<file path="config.mk">
export PLATFORM = sky130hd
export DESIGN_NAME = scan_arc_segment_detector_core
export DESIGN_NICKNAME = d
export VERILOG_FILES = /design/src/sv/sasd_pkg.sv /design/src/sv/scan_arc_segment_detector_core.sv
export VERILOG_INCLUDE_DIRS = /design/src /design/src/sv
export SDC_FILE = /design/constraint.sdc
export NUM_CORES = 2
export LEC_CHECK = 0
export ABC_AREA = 1
export BUFFER_PORTS_ARGS = -buffer_cell sky130_fd_sc_hd__buf_4
export CAP_MARGIN = 40
export CORE_MARGIN = 3
export CORE_UTILIZATION = 65
export CTS_BUF_LIST = sky130_fd_sc_hd__clkbuf_4 sky130_fd_sc_hd__clkbuf_8
export CTS_CLUSTER_DIAMETER = 200
export DETAILED_ROUTE_END_ITERATION = 6
export PLACE_DENSITY = 0.82
export SLEW_MARGIN = 20
export SYNTH_ARGS = -nofsm -noshare
export SYNTH_HDL_FRONTEND = slang
export SYNTH_SLANG_ARGS = --single-unit
</file>
<file path="constraint.sdc">
create_clock -name clock -period 29.4 [get_ports clock]
set_input_delay 5.88 -clock clock [delete_from_list [all_inputs] [get_ports clock]]
set_output_delay 5.88 -clock clock [all_outputs]
set_load 0.02 [all_outputs]
</file>
<file path="src/sv/assert_macros.svh">
// Assertion macros shared by the RTL files that carry checks.
// No dependencies.
`ifndef ASSERT_MACROS_SVH
`define ASSERT_MACROS_SVH

// Same-cycle implication, disabled during reset.
`define ASSERT_IMPLY(name, clk, rst, ante, cons) \
   name: assert property (@(posedge clk) disable iff (rst) (ante) |-> (cons)) \
      else $error("same-cycle check failed");

// Next-cycle implication, disabled during reset.
`define ASSERT_NEXT(name, clk, rst, ante, cons) \
   name: assert property (@(posedge clk) disable iff (rst) (ante) |=> (cons)) \
      else $error("next-cycle check failed");

`endif

</file>
<file path="src/sv/sasd_pkg.sv">
// Types, constants and the arctangent table of the scan arc segment detector.
// No dependencies.
package sasd_pkg;

   localparam int MAX_SAMPLES_DEF = 4096;
   localparam int TRIG_STEPS_DEF  = 16;

   localparam int CFG_W      = 16;
   localparam int CSR_IDX_W  = 3;
   localparam int RANGE_W    = 16;
   localparam int MUL_W      = 16;
   localparam int COORD_W    = 18;
   localparam int SQ_W       = COORD_W + 1;
   localparam int SQ_ACC_W   = 2 * SQ_W;
   localparam int X_W        = 36;
   localparam int Z_W        = 32;
   localparam int FRAC_BITS  = 16;
   localparam int ATAN_IDX_W = 5;
   localparam int PTS_W      = 3;
   localparam int LANES      = 4;

   localparam logic [PTS_W-1:0] PTS_ONE  = 3'd1;
   localparam logic [PTS_W-1:0] PTS_FULL = 3'd4;

   localparam logic [31:0]      GAIN_Q16   = 32'd39797;
   localparam logic [X_W-1:0]   ROUND_HALF = 36'd32768;
   localparam logic [CFG_W-1:0] OCTANT     = 16'h2000;

   localparam logic [CFG_W-1:0] ANGLE_START_RST = 16'd0;
   localparam logic [CFG_W-1:0] ANGLE_STEP_RST  = 16'd182;
   localparam logic [CFG_W-1:0] RANGE_LIMIT_RST = 16'd12000;
   localparam logic [CFG_W-1:0] JOIN_TOL_RST    = 16'd500;
   localparam logic [CFG_W-1:0] DIAMETER_RST    = 16'd300;
   localparam logic [CFG_W-1:0] DIAM_TOL_RST    = 16'd50;

   typedef enum logic [CSR_IDX_W-1:0] {
      CSR_ANGLE_START = 3'd0,
      CSR_ANGLE_STEP  = 3'd1,
      CSR_RANGE_LIMIT = 3'd2,
      CSR_JOIN_TOL    = 3'd3,
      CSR_DIAMETER    = 3'd4,
      CSR_DIAM_TOL    = 3'd5
   } csr_index_type;

   typedef enum logic [3:0] {
      ST_IDLE,
      ST_MUL,
      ST_ROT,
      ST_ROUND,
      ST_SQ_LOAD,
      ST_SQ_RUN,
      ST_SQ_EVAL,
      ST_SEG_NEW,
      ST_TAIL,
      ST_CLEAR
   } state_type;

   typedef enum logic [1:0] {
      SQ_JOIN,
      SQ_BREAK,
      SQ_LAST
   } sq_mode_type;

   function automatic logic signed [Z_W-1:0] atan_entry(input logic [ATAN_IDX_W-1:0] idx);
      logic signed [Z_W-1:0] val;
      unique case (idx)
         5'd0:    val = 32'sd536870912;
         5'd1:    val = 32'sd316933406;
         5'd2:    val = 32'sd167458907;
         5'd3:    val = 32'sd85004756;
         5'd4:    val = 32'sd42667331;
         5'd5:    val = 32'sd21354465;
         5'd6:    val = 32'sd10679838;
         5'd7:    val = 32'sd5340245;
         5'd8:    val = 32'sd2670163;
         5'd9:    val = 32'sd1335087;
         5'd10:   val = 32'sd667544;
         5'd11:   val = 32'sd333772;
         5'd12:   val = 32'sd166886;
         5'd13:   val = 32'sd83443;
         5'd14:   val = 32'sd41722;
         5'd15:   val = 32'sd20861;
         5'd16:   val = 32'sd10430;
         5'd17:   val = 32'sd5215;
         5'd18:   val = 32'sd2608;
         5'd19:   val = 32'sd1304;
         5'd20:   val = 32'sd652;
         5'd21:   val = 32'sd326;
         5'd22:   val = 32'sd163;
         5'd23:   val = 32'sd81;
         default: val = '0;
      endcase
      return val;
   endfunction

endpackage

</file>
<file path="src/sv/scan_arc_segment_detector_core.sv">
// Scan arc segment detector: range samples to x,y, segment grouping, chord check.
// Depends on sasd_pkg and assert_macros.svh.
// Per word: a skipped sample goes straight to the tail; a usable one passes the serial
// multiply and the shift-add rotation, then opens a segment, or runs a bit-serial squaring
// pass to join one and further passes for a closing check. Words are taken only in idle.
// Synchronous reset loads register defaults and empties the segment; no clearing pass.
`include "assert_macros.svh"

module scan_arc_segment_detector_core #(
   parameter int MAX_SAMPLES = sasd_pkg::MAX_SAMPLES_DEF,
   parameter int TRIG_STEPS  = sasd_pkg::TRIG_STEPS_DEF
) (
   input  logic                                    clock,
   input  logic                                    reset,
   input  logic                                    req_valid,
   output logic                                    req_ready,
   input  logic        [sasd_pkg::RANGE_W-1:0]     req_range_mm,
   input  logic                                    req_range_invalid,
   input  logic                                    req_last_in_scan,
   output logic                                    rsp_valid,
   input  logic                                    rsp_ready,
   output logic signed [sasd_pkg::COORD_W-1:0]     rsp_center_x_mm,
   output logic signed [sasd_pkg::COORD_W-1:0]     rsp_center_y_mm,
   input  logic                                    csr_valid,
   output logic                                    csr_ready,
   input  logic        [sasd_pkg::CSR_IDX_W-1:0]   csr_index,
   input  logic        [sasd_pkg::CFG_W-1:0]       csr_data
);

   localparam int IDX_W = $clog2(MAX_SAMPLES);
   localparam int CNT_W = $clog2((TRIG_STEPS > sasd_pkg::SQ_W) ? TRIG_STEPS : sasd_pkg::SQ_W);
   localparam int CW    = sasd_pkg::COORD_W;
   localparam int SW    = sasd_pkg::SQ_W;
   localparam int AW    = sasd_pkg::SQ_ACC_W;
   localparam int XW    = sasd_pkg::X_W;
   localparam int ZW    = sasd_pkg::Z_W;
   localparam int MW    = sasd_pkg::MUL_W;
   localparam int FB    = sasd_pkg::FRAC_BITS;

   sasd_pkg::state_type   state_ff, state_in;
   sasd_pkg::sq_mode_type sq_mode_ff;
   logic [CNT_W-1:0]      cnt_ff;

   logic [sasd_pkg::CFG_W-1:0] ang_start_ff, ang_step_ff, range_limit_ff;
   logic [sasd_pkg::CFG_W-1:0] join_tol_ff, diam_ff, diam_tol_ff;

   logic [IDX_W-1:0]             idx_ff;
   logic                         seg_open_ff;
   logic [sasd_pkg::PTS_W-1:0]   seg_pts_ff;
   logic signed [CW-1:0]         first_x_ff, first_y_ff, prev_x_ff, prev_y_ff;

   logic [MW-1:0]        range_sr_ff, idx_sr_ff, ang_acc_ff;
   logic                 last_ff;
   logic [1:0]           quad_ff;
   logic signed [XW-1:0] x_ff, y_ff;
   logic signed [ZW-1:0] z_ff;
   logic signed [CW-1:0] px_ff, py_ff;

   logic [SW-1:0] sq_sr_ff  [sasd_pkg::LANES];
   logic [SW-1:0] sq_mag_ff [sasd_pkg::LANES];
   logic [AW-1:0] sq_acc_ff [sasd_pkg::LANES];
   logic          lo_en_ff;

   logic                 rsp_valid_ff;
   logic signed [CW-1:0] rsp_x_ff, rsp_y_ff;

   logic                 usable;
   logic                 out_free, out_load, join_take, close_due;
   logic [MW-1:0]        ang_acc_in, turn;
   logic signed [XW-1:0] x_mul_in, sx, sy, x_rnd, y_rnd;
   logic signed [ZW-1:0] z_load, atan_val;
   logic                 z_pos;
   logic signed [CW-1:0] rx, ry, px_in, py_in;
   logic signed [SW-1:0] diff_x, diff_y, mid_x, mid_y;
   logic [SW-1:0]        mag_x, mag_y, c_load, d_load;
   logic [sasd_pkg::CFG_W:0] hi_sum;
   logic [sasd_pkg::CFG_W-1:0] lo_diff;
   logic                 lo_en;
   logic [AW:0]          sq_sum;
   logic                 join_hit, chord_ok;

   // Bit-serial multiplies, MSB first.
   assign ang_acc_in = {ang_acc_ff[MW-2:0], 1'b0} + (idx_sr_ff[MW-1] ? ang_step_ff : '0);
   assign x_mul_in   = $signed({x_ff[XW-2:0], 1'b0})
                       + $signed(range_sr_ff[MW-1] ? XW'(sasd_pkg::GAIN_Q16) : XW'(0));
   assign turn       = ang_acc_in + ang_start_ff + sasd_pkg::OCTANT;
   assign z_load     = {{(ZW-30){~turn[13]}}, ~turn[13], turn[12:0], 16'h0000};

   // Rotation step.
   assign sx       = x_ff >>> cnt_ff;
   assign sy       = y_ff >>> cnt_ff;
   assign atan_val = sasd_pkg::atan_entry(sasd_pkg::ATAN_IDX_W'(cnt_ff));
   assign z_pos    = !z_ff[ZW-1];

   // Rounding and quadrant.
   assign x_rnd = x_ff + $signed(sasd_pkg::ROUND_HALF);
   assign y_rnd = y_ff + $signed(sasd_pkg::ROUND_HALF);
   assign rx    = x_rnd[FB +: CW];
   assign ry    = y_rnd[FB +: CW];

   always_comb begin
      unique case (quad_ff)
         2'd1:    begin px_in = -ry; py_in = rx;  end
         2'd2:    begin px_in = -rx; py_in = -ry; end
         2'd3:    begin px_in = ry;  py_in = -rx; end
         default: begin px_in = rx;  py_in = ry;  end
      endcase
   end

   // Squaring lane operands.
   always_comb begin
      if (sq_mode_ff == sasd_pkg::SQ_JOIN) begin
         diff_x = {px_ff[CW-1], px_ff} - {prev_x_ff[CW-1], prev_x_ff};
         diff_y = {py_ff[CW-1], py_ff} - {prev_y_ff[CW-1], prev_y_ff};
      end else begin
         diff_x = {prev_x_ff[CW-1], prev_x_ff} - {first_x_ff[CW-1], first_x_ff};
         diff_y = {prev_y_ff[CW-1], prev_y_ff} - {first_y_ff[CW-1], first_y_ff};
      end
   end

   assign mag_x   = diff_x[SW-1] ? SW'(-diff_x) : SW'(diff_x);
   assign mag_y   = diff_y[SW-1] ? SW'(-diff_y) : SW'(diff_y);
   assign hi_sum  = {1'b0, diam_ff} + {1'b0, diam_tol_ff};
   assign lo_diff = diam_ff - diam_tol_ff;
   assign lo_en   = diam_ff > diam_tol_ff;
   assign c_load  = (sq_mode_ff == sasd_pkg::SQ_JOIN) ? SW'(join_tol_ff) : SW'(hi_sum);
   assign d_load  = (sq_mode_ff == sasd_pkg::SQ_JOIN || !lo_en) ? '0 : SW'(lo_diff);

   assign sq_sum   = {1'b0, sq_acc_ff[0]} + {1'b0, sq_acc_ff[1]};
   assign join_hit = sq_sum < {1'b0, sq_acc_ff[2]};
   assign chord_ok = (sq_sum <= {1'b0, sq_acc_ff[2]})
                     && (!lo_en_ff || sq_sum >= {1'b0, sq_acc_ff[3]});

   assign mid_x = {first_x_ff[CW-1], first_x_ff} + {prev_x_ff[CW-1], prev_x_ff};
   assign mid_y = {first_y_ff[CW-1], first_y_ff} + {prev_y_ff[CW-1], prev_y_ff};

   assign usable    = !req_range_invalid && (req_range_mm < range_limit_ff);
   assign close_due = last_ff && seg_open_ff && (seg_pts_ff >= sasd_pkg::PTS_FULL);

   // Next state.
   always_comb begin
      state_in = state_ff;
      unique case (state_ff)
         sasd_pkg::ST_IDLE: begin
            if (req_valid) begin
               state_in = usable ? sasd_pkg::ST_MUL : sasd_pkg::ST_TAIL;
            end
         end
         sasd_pkg::ST_MUL: begin
            if (cnt_ff == CNT_W'(MW - 1)) begin
               state_in = sasd_pkg::ST_ROT;
            end
         end
         sasd_pkg::ST_ROT: begin
            if (cnt_ff == CNT_W'(TRIG_STEPS - 1)) begin
               state_in = sasd_pkg::ST_ROUND;
            end
         end
         sasd_pkg::ST_ROUND: begin
            state_in = seg_open_ff ? sasd_pkg::ST_SQ_LOAD : sasd_pkg::ST_SEG_NEW;
         end
         sasd_pkg::ST_SQ_LOAD: state_in = sasd_pkg::ST_SQ_RUN;
         sasd_pkg::ST_SQ_RUN: begin
            if (cnt_ff == CNT_W'(SW - 1)) begin
               state_in = sasd_pkg::ST_SQ_EVAL;
            end
         end
         sasd_pkg::ST_SQ_EVAL: begin
            unique case (sq_mode_ff)
               sasd_pkg::SQ_JOIN: begin
                  if (join_hit) begin
                     state_in = sasd_pkg::ST_TAIL;
                  end else if (seg_pts_ff >= sasd_pkg::PTS_FULL) begin
                     state_in = sasd_pkg::ST_SQ_LOAD;
                  end else begin
                     state_in = sasd_pkg::ST_SEG_NEW;
                  end
               end
               sasd_pkg::SQ_BREAK: begin
                  if (!chord_ok || out_free) begin
                     state_in = sasd_pkg::ST_SEG_NEW;
                  end
               end
               default: begin
                  if (!chord_ok || out_free) begin
                     state_in = sasd_pkg::ST_CLEAR;
                  end
               end
            endcase
         end
         sasd_pkg::ST_SEG_NEW: state_in = sasd_pkg::ST_TAIL;
         sasd_pkg::ST_TAIL: begin
            if (close_due) begin
               state_in = sasd_pkg::ST_SQ_LOAD;
            end else if (last_ff) begin
               state_in = sasd_pkg::ST_CLEAR;
            end else begin
               state_in = sasd_pkg::ST_IDLE;
            end
         end
         sasd_pkg::ST_CLEAR: state_in = sasd_pkg::ST_IDLE;
         default:            state_in = sasd_pkg::ST_IDLE;
      endcase
   end

   // Outputs of the sequencer.
   always_comb begin
      req_ready = (state_ff == sasd_pkg::ST_IDLE);
      out_free  = !rsp_valid_ff || rsp_ready;
      out_load  = (state_ff == sasd_pkg::ST_SQ_EVAL) && (sq_mode_ff != sasd_pkg::SQ_JOIN)
                  && chord_ok && out_free;
      join_take = (state_ff == sasd_pkg::ST_SQ_EVAL) && (sq_mode_ff == sasd_pkg::SQ_JOIN)
                  && join_hit;
   end

   assign csr_ready       = 1'b1;
   assign rsp_valid       = rsp_valid_ff;
   assign rsp_center_x_mm = rsp_x_ff;
   assign rsp_center_y_mm = rsp_y_ff;

   // Control state.
   always_ff @(posedge clock) begin
      if (reset) begin
         state_ff       <= sasd_pkg::ST_IDLE;
         cnt_ff         <= '0;
         sq_mode_ff     <= sasd_pkg::SQ_JOIN;
         ang_start_ff   <= sasd_pkg::ANGLE_START_RST;
         ang_step_ff    <= sasd_pkg::ANGLE_STEP_RST;
         range_limit_ff <= sasd_pkg::RANGE_LIMIT_RST;
         join_tol_ff    <= sasd_pkg::JOIN_TOL_RST;
         diam_ff        <= sasd_pkg::DIAMETER_RST;
         diam_tol_ff    <= sasd_pkg::DIAM_TOL_RST;
         idx_ff         <= '0;
         seg_open_ff    <= 1'b0;
         seg_pts_ff     <= '0;
         first_x_ff     <= '0;
         first_y_ff     <= '0;
         prev_x_ff      <= '0;
         prev_y_ff      <= '0;
         rsp_valid_ff   <= 1'b0;
      end else begin
         state_ff <= state_in;
         cnt_ff   <= (state_in != state_ff) ? '0 : cnt_ff + 1'b1;

         if (csr_valid && csr_ready) begin
            unique case (csr_index)
               sasd_pkg::CSR_ANGLE_START: ang_start_ff   <= csr_data;
               sasd_pkg::CSR_ANGLE_STEP:  ang_step_ff    <= csr_data;
               sasd_pkg::CSR_RANGE_LIMIT: range_limit_ff <= csr_data;
               sasd_pkg::CSR_JOIN_TOL:    join_tol_ff    <= csr_data;
               sasd_pkg::CSR_DIAMETER:    diam_ff        <= csr_data;
               sasd_pkg::CSR_DIAM_TOL:    diam_tol_ff    <= csr_data;
               default: ;
            endcase
         end

         unique case (state_ff)
            sasd_pkg::ST_ROUND:   sq_mode_ff <= sasd_pkg::SQ_JOIN;
            sasd_pkg::ST_SQ_EVAL: begin
               if (sq_mode_ff == sasd_pkg::SQ_JOIN) begin
                  sq_mode_ff <= sasd_pkg::SQ_BREAK;
               end
            end
            sasd_pkg::ST_TAIL:    sq_mode_ff <= sasd_pkg::SQ_LAST;
            default: ;
         endcase

         if (join_take) begin
            prev_x_ff <= px_ff;
            prev_y_ff <= py_ff;
            if (seg_pts_ff < sasd_pkg::PTS_FULL) begin
               seg_pts_ff <= seg_pts_ff + 1'b1;
            end
         end

         if (state_ff == sasd_pkg::ST_SEG_NEW) begin
            seg_open_ff <= 1'b1;
            seg_pts_ff  <= sasd_pkg::PTS_ONE;
            first_x_ff  <= px_ff;
            first_y_ff  <= py_ff;
            prev_x_ff   <= px_ff;
            prev_y_ff   <= py_ff;
         end

         if (state_ff == sasd_pkg::ST_CLEAR) begin
            seg_open_ff <= 1'b0;
            seg_pts_ff  <= '0;
            first_x_ff  <= '0;
            first_y_ff  <= '0;
            prev_x_ff   <= '0;
            prev_y_ff   <= '0;
         end

         if (state_ff == sasd_pkg::ST_TAIL) begin
            if (last_ff || idx_ff == IDX_W'(MAX_SAMPLES - 1)) begin
               idx_ff <= '0;
            end else begin
               idx_ff <= idx_ff + 1'b1;
            end
         end

         if (out_load) begin
            rsp_valid_ff <= 1'b1;
         end else if (rsp_ready) begin
            rsp_valid_ff <= 1'b0;
         end
      end
   end

   // Datapath.
   always_ff @(posedge clock) begin
      unique case (state_ff)
         sasd_pkg::ST_IDLE: begin
            range_sr_ff <= req_range_mm;
            idx_sr_ff   <= MW'(idx_ff);
            last_ff     <= req_last_in_scan;
            ang_acc_ff  <= '0;
            x_ff        <= '0;
         end
         sasd_pkg::ST_MUL: begin
            range_sr_ff <= {range_sr_ff[MW-2:0], 1'b0};
            idx_sr_ff   <= {idx_sr_ff[MW-2:0], 1'b0};
            ang_acc_ff  <= ang_acc_in;
            x_ff        <= x_mul_in;
            y_ff        <= '0;
            z_ff        <= z_load;
            quad_ff     <= turn[MW-1:MW-2];
         end
         sasd_pkg::ST_ROT: begin
            if (z_pos) begin
               x_ff <= x_ff - sy;
               y_ff <= y_ff + sx;
               z_ff <= z_ff - atan_val;
            end else begin
               x_ff <= x_ff + sy;
               y_ff <= y_ff - sx;
               z_ff <= z_ff + atan_val;
            end
         end
         sasd_pkg::ST_ROUND: begin
            px_ff <= px_in;
            py_ff <= py_in;
         end
         sasd_pkg::ST_SQ_LOAD: begin
            sq_sr_ff[0]  <= mag_x;
            sq_sr_ff[1]  <= mag_y;
            sq_sr_ff[2]  <= c_load;
            sq_sr_ff[3]  <= d_load;
            sq_mag_ff[0] <= mag_x;
            sq_mag_ff[1] <= mag_y;
            sq_mag_ff[2] <= c_load;
            sq_mag_ff[3] <= d_load;
            lo_en_ff     <= (sq_mode_ff != sasd_pkg::SQ_JOIN) && lo_en;
            for (int i = 0; i < sasd_pkg::LANES; i++) begin
               sq_acc_ff[i] <= '0;
            end
         end
         sasd_pkg::ST_SQ_RUN: begin
            for (int i = 0; i < sasd_pkg::LANES; i++) begin
               sq_acc_ff[i] <= {sq_acc_ff[i][AW-2:0], 1'b0}
                               + (sq_sr_ff[i][SW-1] ? AW'(sq_mag_ff[i]) : AW'(0));
               sq_sr_ff[i]  <= {sq_sr_ff[i][SW-2:0], 1'b0};
            end
         end
         default: ;
      endcase

      if (out_load) begin
         rsp_x_ff <= mid_x[SW-1:1];
         rsp_y_ff <= mid_y[SW-1:1];
      end
   end

   `ASSERT_IMPLY(a_open_points, clock, reset, seg_open_ff, (seg_pts_ff >= sasd_pkg::PTS_ONE && seg_pts_ff <= sasd_pkg::PTS_FULL))
   `ASSERT_IMPLY(a_closed_empty, clock, reset, !seg_open_ff, seg_pts_ff == '0)
   `ASSERT_IMPLY(a_result_from_close, clock, reset, out_load, (sq_mode_ff != sasd_pkg::SQ_JOIN && !rsp_valid_ff || out_load && rsp_ready))
   `ASSERT_NEXT(a_scan_restart, clock, reset, (state_ff == sasd_pkg::ST_TAIL && last_ff), idx_ff == '0)

endmodule

</file>
## Yosys cells after proc, flatten, opt, wreduce, memory -nomap -nowiden

Memory sizes are Yosys's and may differ from the RTL's. A register that Yosys moved wholly into a read port is not among the register bits.
Index checks and enable logic that the tools add are counted.

| word-level totals | value |
|---|---|
| RAM bits | 304 |
| bits in read-only memories | 960 |
| memories kept | 4 |
| register bits after elaboration | 423 |
| logic and storage cells | 213 |
| output and inout bits | 39 |
| input bits | 42 |

Memories:

| memory | words | bits a word | read ports | clocked after Yosys merged registers in | wr ports | RTL line | RTL |
|---|---|---|---|---|---|---|---|
| (name not given) | 32 | 30 | 1 | 1 | 0 | sasd_pkg.sv:66 | `unique case (idx)` |
| sq_acc_ff | 4 | 38 | 4 | 0 | 4 | scan_arc_segment_detector_core.sv:61 | `logic [AW-1:0] sq_acc_ff [sasd_pkg::LANES];` |
| sq_mag_ff | 4 | 19 | 4 | 0 | 4 | scan_arc_segment_detector_core.sv:60 | `logic [SW-1:0] sq_mag_ff [sasd_pkg::LANES];` |
| sq_sr_ff | 4 | 19 | 4 | 0 | 4 | scan_arc_segment_detector_core.sv:59 | `logic [SW-1:0] sq_sr_ff [sasd_pkg::LANES];` |

| operators by class | value |
|---|---|
| shifts and indexed selects | 2 |
| add/subtract/negate cells | 32 |
| magnitude comparators | 7 |
| mux-type cells | 62 |
| equal/unequal tests | 23 |
| bitwise operators | 9 |
| reduce and logical (&&, ||, !) cells | 43 |

Operators by type and width:

| kind | number |
|---|---|
| 19-bit 2-to-1 mux | 12 |
| 38-bit by 19-bit adder with 38-bit output | 4 |
| 38-bit 2-to-1 mux | 4 |
| 18-bit one-hot mux with 3 select lines | 2 |
| 36-bit one-hot mux with 3 select lines | 1 |
| 18-bit by 18-bit subtractor with 19-bit output | 4 |
| 36-bit adder | 2 |
| 18-bit 2-to-1 mux | 4 |
| 36-bit 2-to-1 mux | 2 |
| 36-bit one-hot mux with 2 select lines | 1 |
| 36-bit by 5-bit >>> shifter with 36-bit output | 2 |
| 36-bit subtractor | 2 |
| 34-bit by 17-bit adder with 34-bit output (second input constant) | 2 |
| 16-bit one-hot mux with 2 select lines | 2 |
| 32-bit one-hot mux with 2 select lines | 1 |
| 16-bit 2-to-1 mux | 3 |
| 4-bit 2-to-1 mux | 10 |
| 38-bit by 38-bit adder with 39-bit output | 1 |
| 39-bit by 38-bit >= comparator with 1-bit output | 1 |
| 39-bit by 38-bit <= comparator with 1-bit output | 1 |
| 39-bit by 38-bit < comparator with 1-bit output | 1 |
| 18-bit by 18-bit adder with 19-bit output | 2 |
| 19-bit negator | 2 |
| 36-bit by 17-bit adder with 36-bit output | 1 |
| other kinds (51) | 111 |

## Logic depth before layout (Yosys ltp)

An unclocked memory read counts as a cell.

| logic depth | value |
|---|---|
| depth in word-level cells | 13 |
| gate-level depth with buffers | 45 |

## Worst setup path before layout

Ideal clock, no wire load.

| path | value |
|---|---|
| kind | register to register |
| start point | register state_ff[2] |
| end point | register atan_val[21] (netlist name) |
| setup slack | 17.097 ns |
| path buffers | 1 |
| period minus slack after synthesis | 12.303 ns |
| required time | 29.274 ns |
| arrival time | 12.177 ns |
| cell stages (with the launch flop) | 24 |
| path through | dfxtp_1 inv_1 nor2_1 inv_1 nor2_1 nand2_1 o2111ai_1 nor3_1 nand2_1 a21oi_2 nand3_1 nand2_1 inv_2 nand3_2 nor2_4 buf_6 nand2_1 inv_2 nand2_2 ha_1 nand2_1 inv_1 o21ai_1 o21ai_0 |

| on the way | value |
|---|---|
| longest elaborated chain between the ends | 6 |
| elaborated cells between the ends (all ways) | 20 |
| classes of those cells | eq/ne: 9; mux: 9; reduce/logical: 2 |

RTL lines:

| what | RTL line | RTL |
|---|---|---|
| start: declaration | scan_arc_segment_detector_core.sv:40 | `sasd_pkg::state_type state_ff, state_in;` |
| start signal: assignment | scan_arc_segment_detector_core.sv:224 | `state_ff <= sasd_pkg::ST_IDLE;` |
| start signal: assignment | scan_arc_segment_detector_core.sv:242 | `state_ff <= state_in;` |
| 4-bit 2-to-1 mux, on equally long branches | scan_arc_segment_detector_core.sv:185, scan_arc_segment_detector_core.sv:180 |  |
| 4-bit one-hot mux with 2 select lines | scan_arc_segment_detector_core.sv:169 | `unique case (sq_mode_ff)` |
| 4-bit one-hot mux with 9 select lines | scan_arc_segment_detector_core.sv:143 | `unique case (state_ff)` |
| 4-bit inequality test (*) | scan_arc_segment_detector_core.sv:243 | `cnt_ff <= (state_in != state_ff) ? '0 : cnt_ff + 1'b1;` |
| 2-bit OR reduction (no line) (*) | - |  |
| 5-bit 2-to-1 mux (no line) (*) | - |  |

Mark *: on every way between the ends. The rest lies on a longest branch, timed or not.
A chain may end at the register's enable or synchronous reset.

## Worst setup path in the final report

| path | value |
|---|---|
| start point | input req_range_mm[3] (netlist name) |
| end point | register atan_val[21] (netlist name) |

| on the way | value |
|---|---|
| longest elaborated chain between the ends | 8 |

RTL lines:

| what | RTL line | RTL |
|---|---|---|
| start: declaration | scan_arc_segment_detector_core.sv:17 | `input logic [sasd_pkg::RANGE_W-1:0] req_range_mm,` |
| 16-bit < comparator | scan_arc_segment_detector_core.sv:137 | `assign usable = !req_range_invalid && (req_range_mm < range_limit_ff);` |
| 1-bit logical AND | scan_arc_segment_detector_core.sv:137 |  |
| 4-bit 2-to-1 mux | scan_arc_segment_detector_core.sv:146 | `state_in = usable ? sasd_pkg::ST_MUL : sasd_pkg::ST_TAIL;` |
| 4-bit 2-to-1 mux | scan_arc_segment_detector_core.sv:145 | `if (req_valid) begin` |
| 4-bit one-hot mux with 9 select lines | scan_arc_segment_detector_core.sv:143 |  |
| 4-bit inequality test | scan_arc_segment_detector_core.sv:243 |  |
| 2-bit OR reduction (no line) | - |  |
| 5-bit 2-to-1 mux (no line) | - |  |

No other way between the ends.

==> impl_metrics.csv <==
group,metric,value,unit
grt,grt_pass1_wl,262000,um
clocking,cts_num_sinks,752,
critical_path,worstSetupEndpointType,"flop",
clocking,h-tree-depth,4,
detailed_routing,vias,54600,
outcome,status,"complete, no violations",
die,ios,81,
synthesis,synth_edf_count,523,
synthesis,synth_seq_cells,752,
detailed_routing,drtAntennaViolNets,0,
synthesis,synthCells,7949,
die,die_area,93900,sq um
place,placed_area,60200,sq um
critical_path,path_buf_inv,3,
grt,antenna_found_initial,3,
clocking,clkTransAtPathRegs,60,ps
sta,finClkSkew,36.1,ps
critical_path,path_cells,"buf_4 -> ha_1 -> nand2_1 -> o21ai_0 -> nand4_1 -> o211ai_1 -> nand3_1 -> nand4_1 -> o21ai_0 -> a21oi_2 -> nand2_1 -> nand2_1 -> nand2_1 -> inv_2 -> nand3_2 -> nor2_4 -> nand3_2 -> ha_1 -> nand2_1 -> inv_1 -> o21ai_1 -> o21ai_0",
clocking,cts_buffer_depth,3,
place,pre_cts_ws,19440,ps
critical_path,max_stage_delay,680,ps
die,num_rows,109,
critical_path,crit_type,"input port to flop",
sta,fmax,108,MHz
power,power_density,57.9,nW/um^2
cells_and_area,area_delta_synth_final,7.77,%
die,fp.dieW,306,um
die,core_area,88900,sq um
synthesis,ys_types,82,
sta,post-route-min-period,9250,ps
sta,tns,0,ps
synthesis,async_flop_share,0,
cells_and_area,instances_no_fill,9261,
critical_path,path_max_fanout,11,
place,port_buffers,79,
sta,drv_slew,0,
sta,rsz0062_at_grt,"no",
sta,timing.final.ws_setup,20150,ps
detailed_routing,finalWirelength,163000,um
cells_and_area,drive_gt1_frac,0.0596,
clocking,worst_skew_pair.late_latency,850,ps
clocking,postCtsSetupBuffers,0,
sta,hold_slack,460,ps
synthesis,ys.warnings.count,0,
flow_run,maxCapViolations,0,
place,placed_cells,9004,
power,p_leak,29.6,nW
synthesis,ys_seq_area_frac,0.346,
sta,max-slew-margin-rel,0.318,
critical_path,cpMostUsedCell,"nand2_1",
grt,track_usage,0.341,
critical_path,path_delay_family,"simple AND/OR/NAND/NOR gates",
grt,grt_pass1_vias,51500,
place,hpwlAfterDp,121000,um
power,peakVddDrop,0.0518,mV
place,gp_congestion,0.985,
clocking,cts-buffers-inserted,137,
grt,grt-ovfl-total,0,
sta,finalHoldViolCount,0,
detailed_routing,drt_iter0_drc,5075,
sta,setup_viol,0,
grt,grt_max_degree,150,
cells_and_area,design_area,63200,sq um
critical_path,arrival,9960,ps
cells_and_area,fin_util,0.711,
detailed_routing,viasPerCell,5.89,
detailed_routing,drc_errors,0,
clocking,cts_root_buffer,"clkbuf_8",
die,fp.dieH,306,um
die,initial_core_util,0.660,
cells_and_area,nNetsFinal,8552,
power,p_total,3.66,mW
critical_path,cp-start-kind,"input port",
cells_and_area,fillers,7424,
synthesis,synth_area,58700,sq um
synthesis,syn_area_per_cell,7.38,sq um
sta,worstMarginPinSlew,1020,ps
critical_path,cp_slowest_cell,"o21ai_0",
hold_path,hold_path_class,"flop to flop",
synthesis,ys.flop_type,"edfxtp_1",
critical_path,critPathRequiredTime,30120,ps
clocking,cts_tree,"done",
clocking,postCtsHoldBufs,0,
detailed_routing,first_pass_iters,6,
clocking,cts.repair.resized,0,
sta,fin_crit_sh,0.314,
detailed_routing,wl_per_cell,17.6,um
synthesis,syn_nets,8521,
## worst register-to-register path: cells and delay by family (launching register included)
| family | cells | cell delay [ps] |
|---|---|---|
| AND/OR/NAND/NOR | 16 | 2440 |
| AO/OA/AOI/OAI | 11 | 2050 |
| adder cells (fa/ha/maj) | 3 | 1310 |
| flip-flops | 1 | 470 |
| XOR/XNOR | 1 | 340 |
| buffers and inverters | 2 | 250 |
## final cells by class
cell class / count / area, sq um / area share
multi-input combinational: 5834 / 33200 / 0.525
sequential: 752 / 20300 / 0.321
inverter: 1127 / 4230 / 0.0670
clock buffer: 188 / 2340 / 0.0370
tap: 1165 / 1460 / 0.0230
timing repair buffer: 128 / 1040 / 0.0164
clock inverter: 65 / 646 / 0.0102
antenna: 2 / 5.00 / 0.0000791
## metal layers
| layer | GRT usage | routed length (um) |
|---|---|---|
| met4 | 0.128 | 5790 |
| met1 | 0.458 | 69900 |
| met2 | 0.560 | 74400 |
| met5 | 0 | 28 |
| met3 | 0.0505 | 12500 |
## registers in the layout, indices dropped and copies added (netlist names), 30 cells and up
register / flops
z_ff: 32
sq_acc_ff: 152
sq_mag_ff: 71
y_ff: 36
x_ff: 36
sq_sr_ff: 76
atan_val: 30
## final timing paths
path                    from             end  slack (ps)  cells after the start
max          req_range_mm[3]    atan_val[21]       20150                     22
min           sq_sr_ff[2][0]  sq_sr_ff[2][0]         460                      2
max reg2reg  sq_acc_ff[1][1]    atan_val[21]       22400                     33
min reg2reg   sq_sr_ff[2][0]  sq_sr_ff[2][0]         460                      2
## kinds of logic (layout without fill, tap and decap cells)
group / after synthesis / in the layout / share of synthesized area
and+or+nand+nor: 3015 / 3015 / 0.213
AOI/OAI and AO/OA: 1945 / 1945 / 0.184
buffers and inverters: 1363 / 1508 / 0.0894
DFF: 752 / 752 / 0.346
adders and majority gates: 530 / 530 / 0.115
xor gates and xnor gates: 316 / 316 / 0.0474
muxes: 27 / 27 / 0.00461
other: 1 / 3 / 0.0000639
## synthesized netlist by cell type, types with 6 or more instances
cell,number,share of area
buf_2,32,0.0027
nor3b_1,6,0.00077
inv_2,16,0.0010
buf_4,7,0.00090
nand2_1,1676,0.11
nand3_2,6,0.0010
buf_1,30,0.0019
o21ai_0,691,0.059
or2_2,33,0.0035
o21ai_1,64,0.0055
fa_1,18,0.0061
inv_1,1102,0.070
nor2_1,709,0.045
o21a_1,81,0.010
o22ai_1,31,0.0033
nand3_1,274,0.023
clkbuf_1,158,0.010
a22o_1,33,0.0049
buf_6,8,0.0015
a21o_1,9,0.0012
edfxtp_1,523,0.27
ha_1,512,0.11
xnor2_1,72,0.011
xor2_1,242,0.036
a31oi_1,42,0.0045
o31ai_1,25,0.0032
clkinv_1,8,0.00051
nor3_2,6,0.0010
a21boi_0,10,0.0013
o211ai_1,36,0.0046
a211oi_1,12,0.0015
dfxtp_1,229,0.078
mux2i_1,27,0.0046
nor2_2,12,0.0013
a21oi_1,791,0.067
nand3b_1,8,0.0010
o21bai_1,43,0.0055
nor3_1,141,0.012
nor4_1,30,0.0032
o2111ai_1,18,0.0027
a221oi_1,12,0.0018
o221ai_1,12,0.0018
or2_1,6,0.00064
nand4_1,80,0.0085
## power breakdown
part           internal (mW)  switching (mW)
clock network          0.599           0.491
registers               1.19          0.0513
logic                  0.433           0.893
total                   2.22            1.44
## layout by cell type (no fill, tap or decap), types with 18 or more instances in the layout
cell       Yosys  routed
clkbuf_8       0     148
or2_2         33      33
a22o_1        33      33
o21ai_1       64      64
clkinv_2       0      23
a31oi_1       42      42
o21bai_1      43      43
nor4_1        30      30
o21ai_0      691     691
buf_4          7     123
ha_1         512     512
edfxtp_1     523     523
o2111ai_1     18      18
dfxtp_1      229     227
nor3_1       141     141
mux2i_1       27      27
xnor2_1       72      72
fa_1          18      18
o22ai_1       31      31
nand2_1     1676    1675
o21a_1        81      81
inv_2         16      21
nor2_1       709     700
clkbuf_4       0      40
clkinv_1       8      25
o31ai_1       25      25
inv_1       1102    1097
a21oi_1      791     790
nand4_1       80      80
xor2_1       242     242
o211ai_1      36      36
nand3_1      274     274
Note: power is estimated with default switching activity, not from simulation.
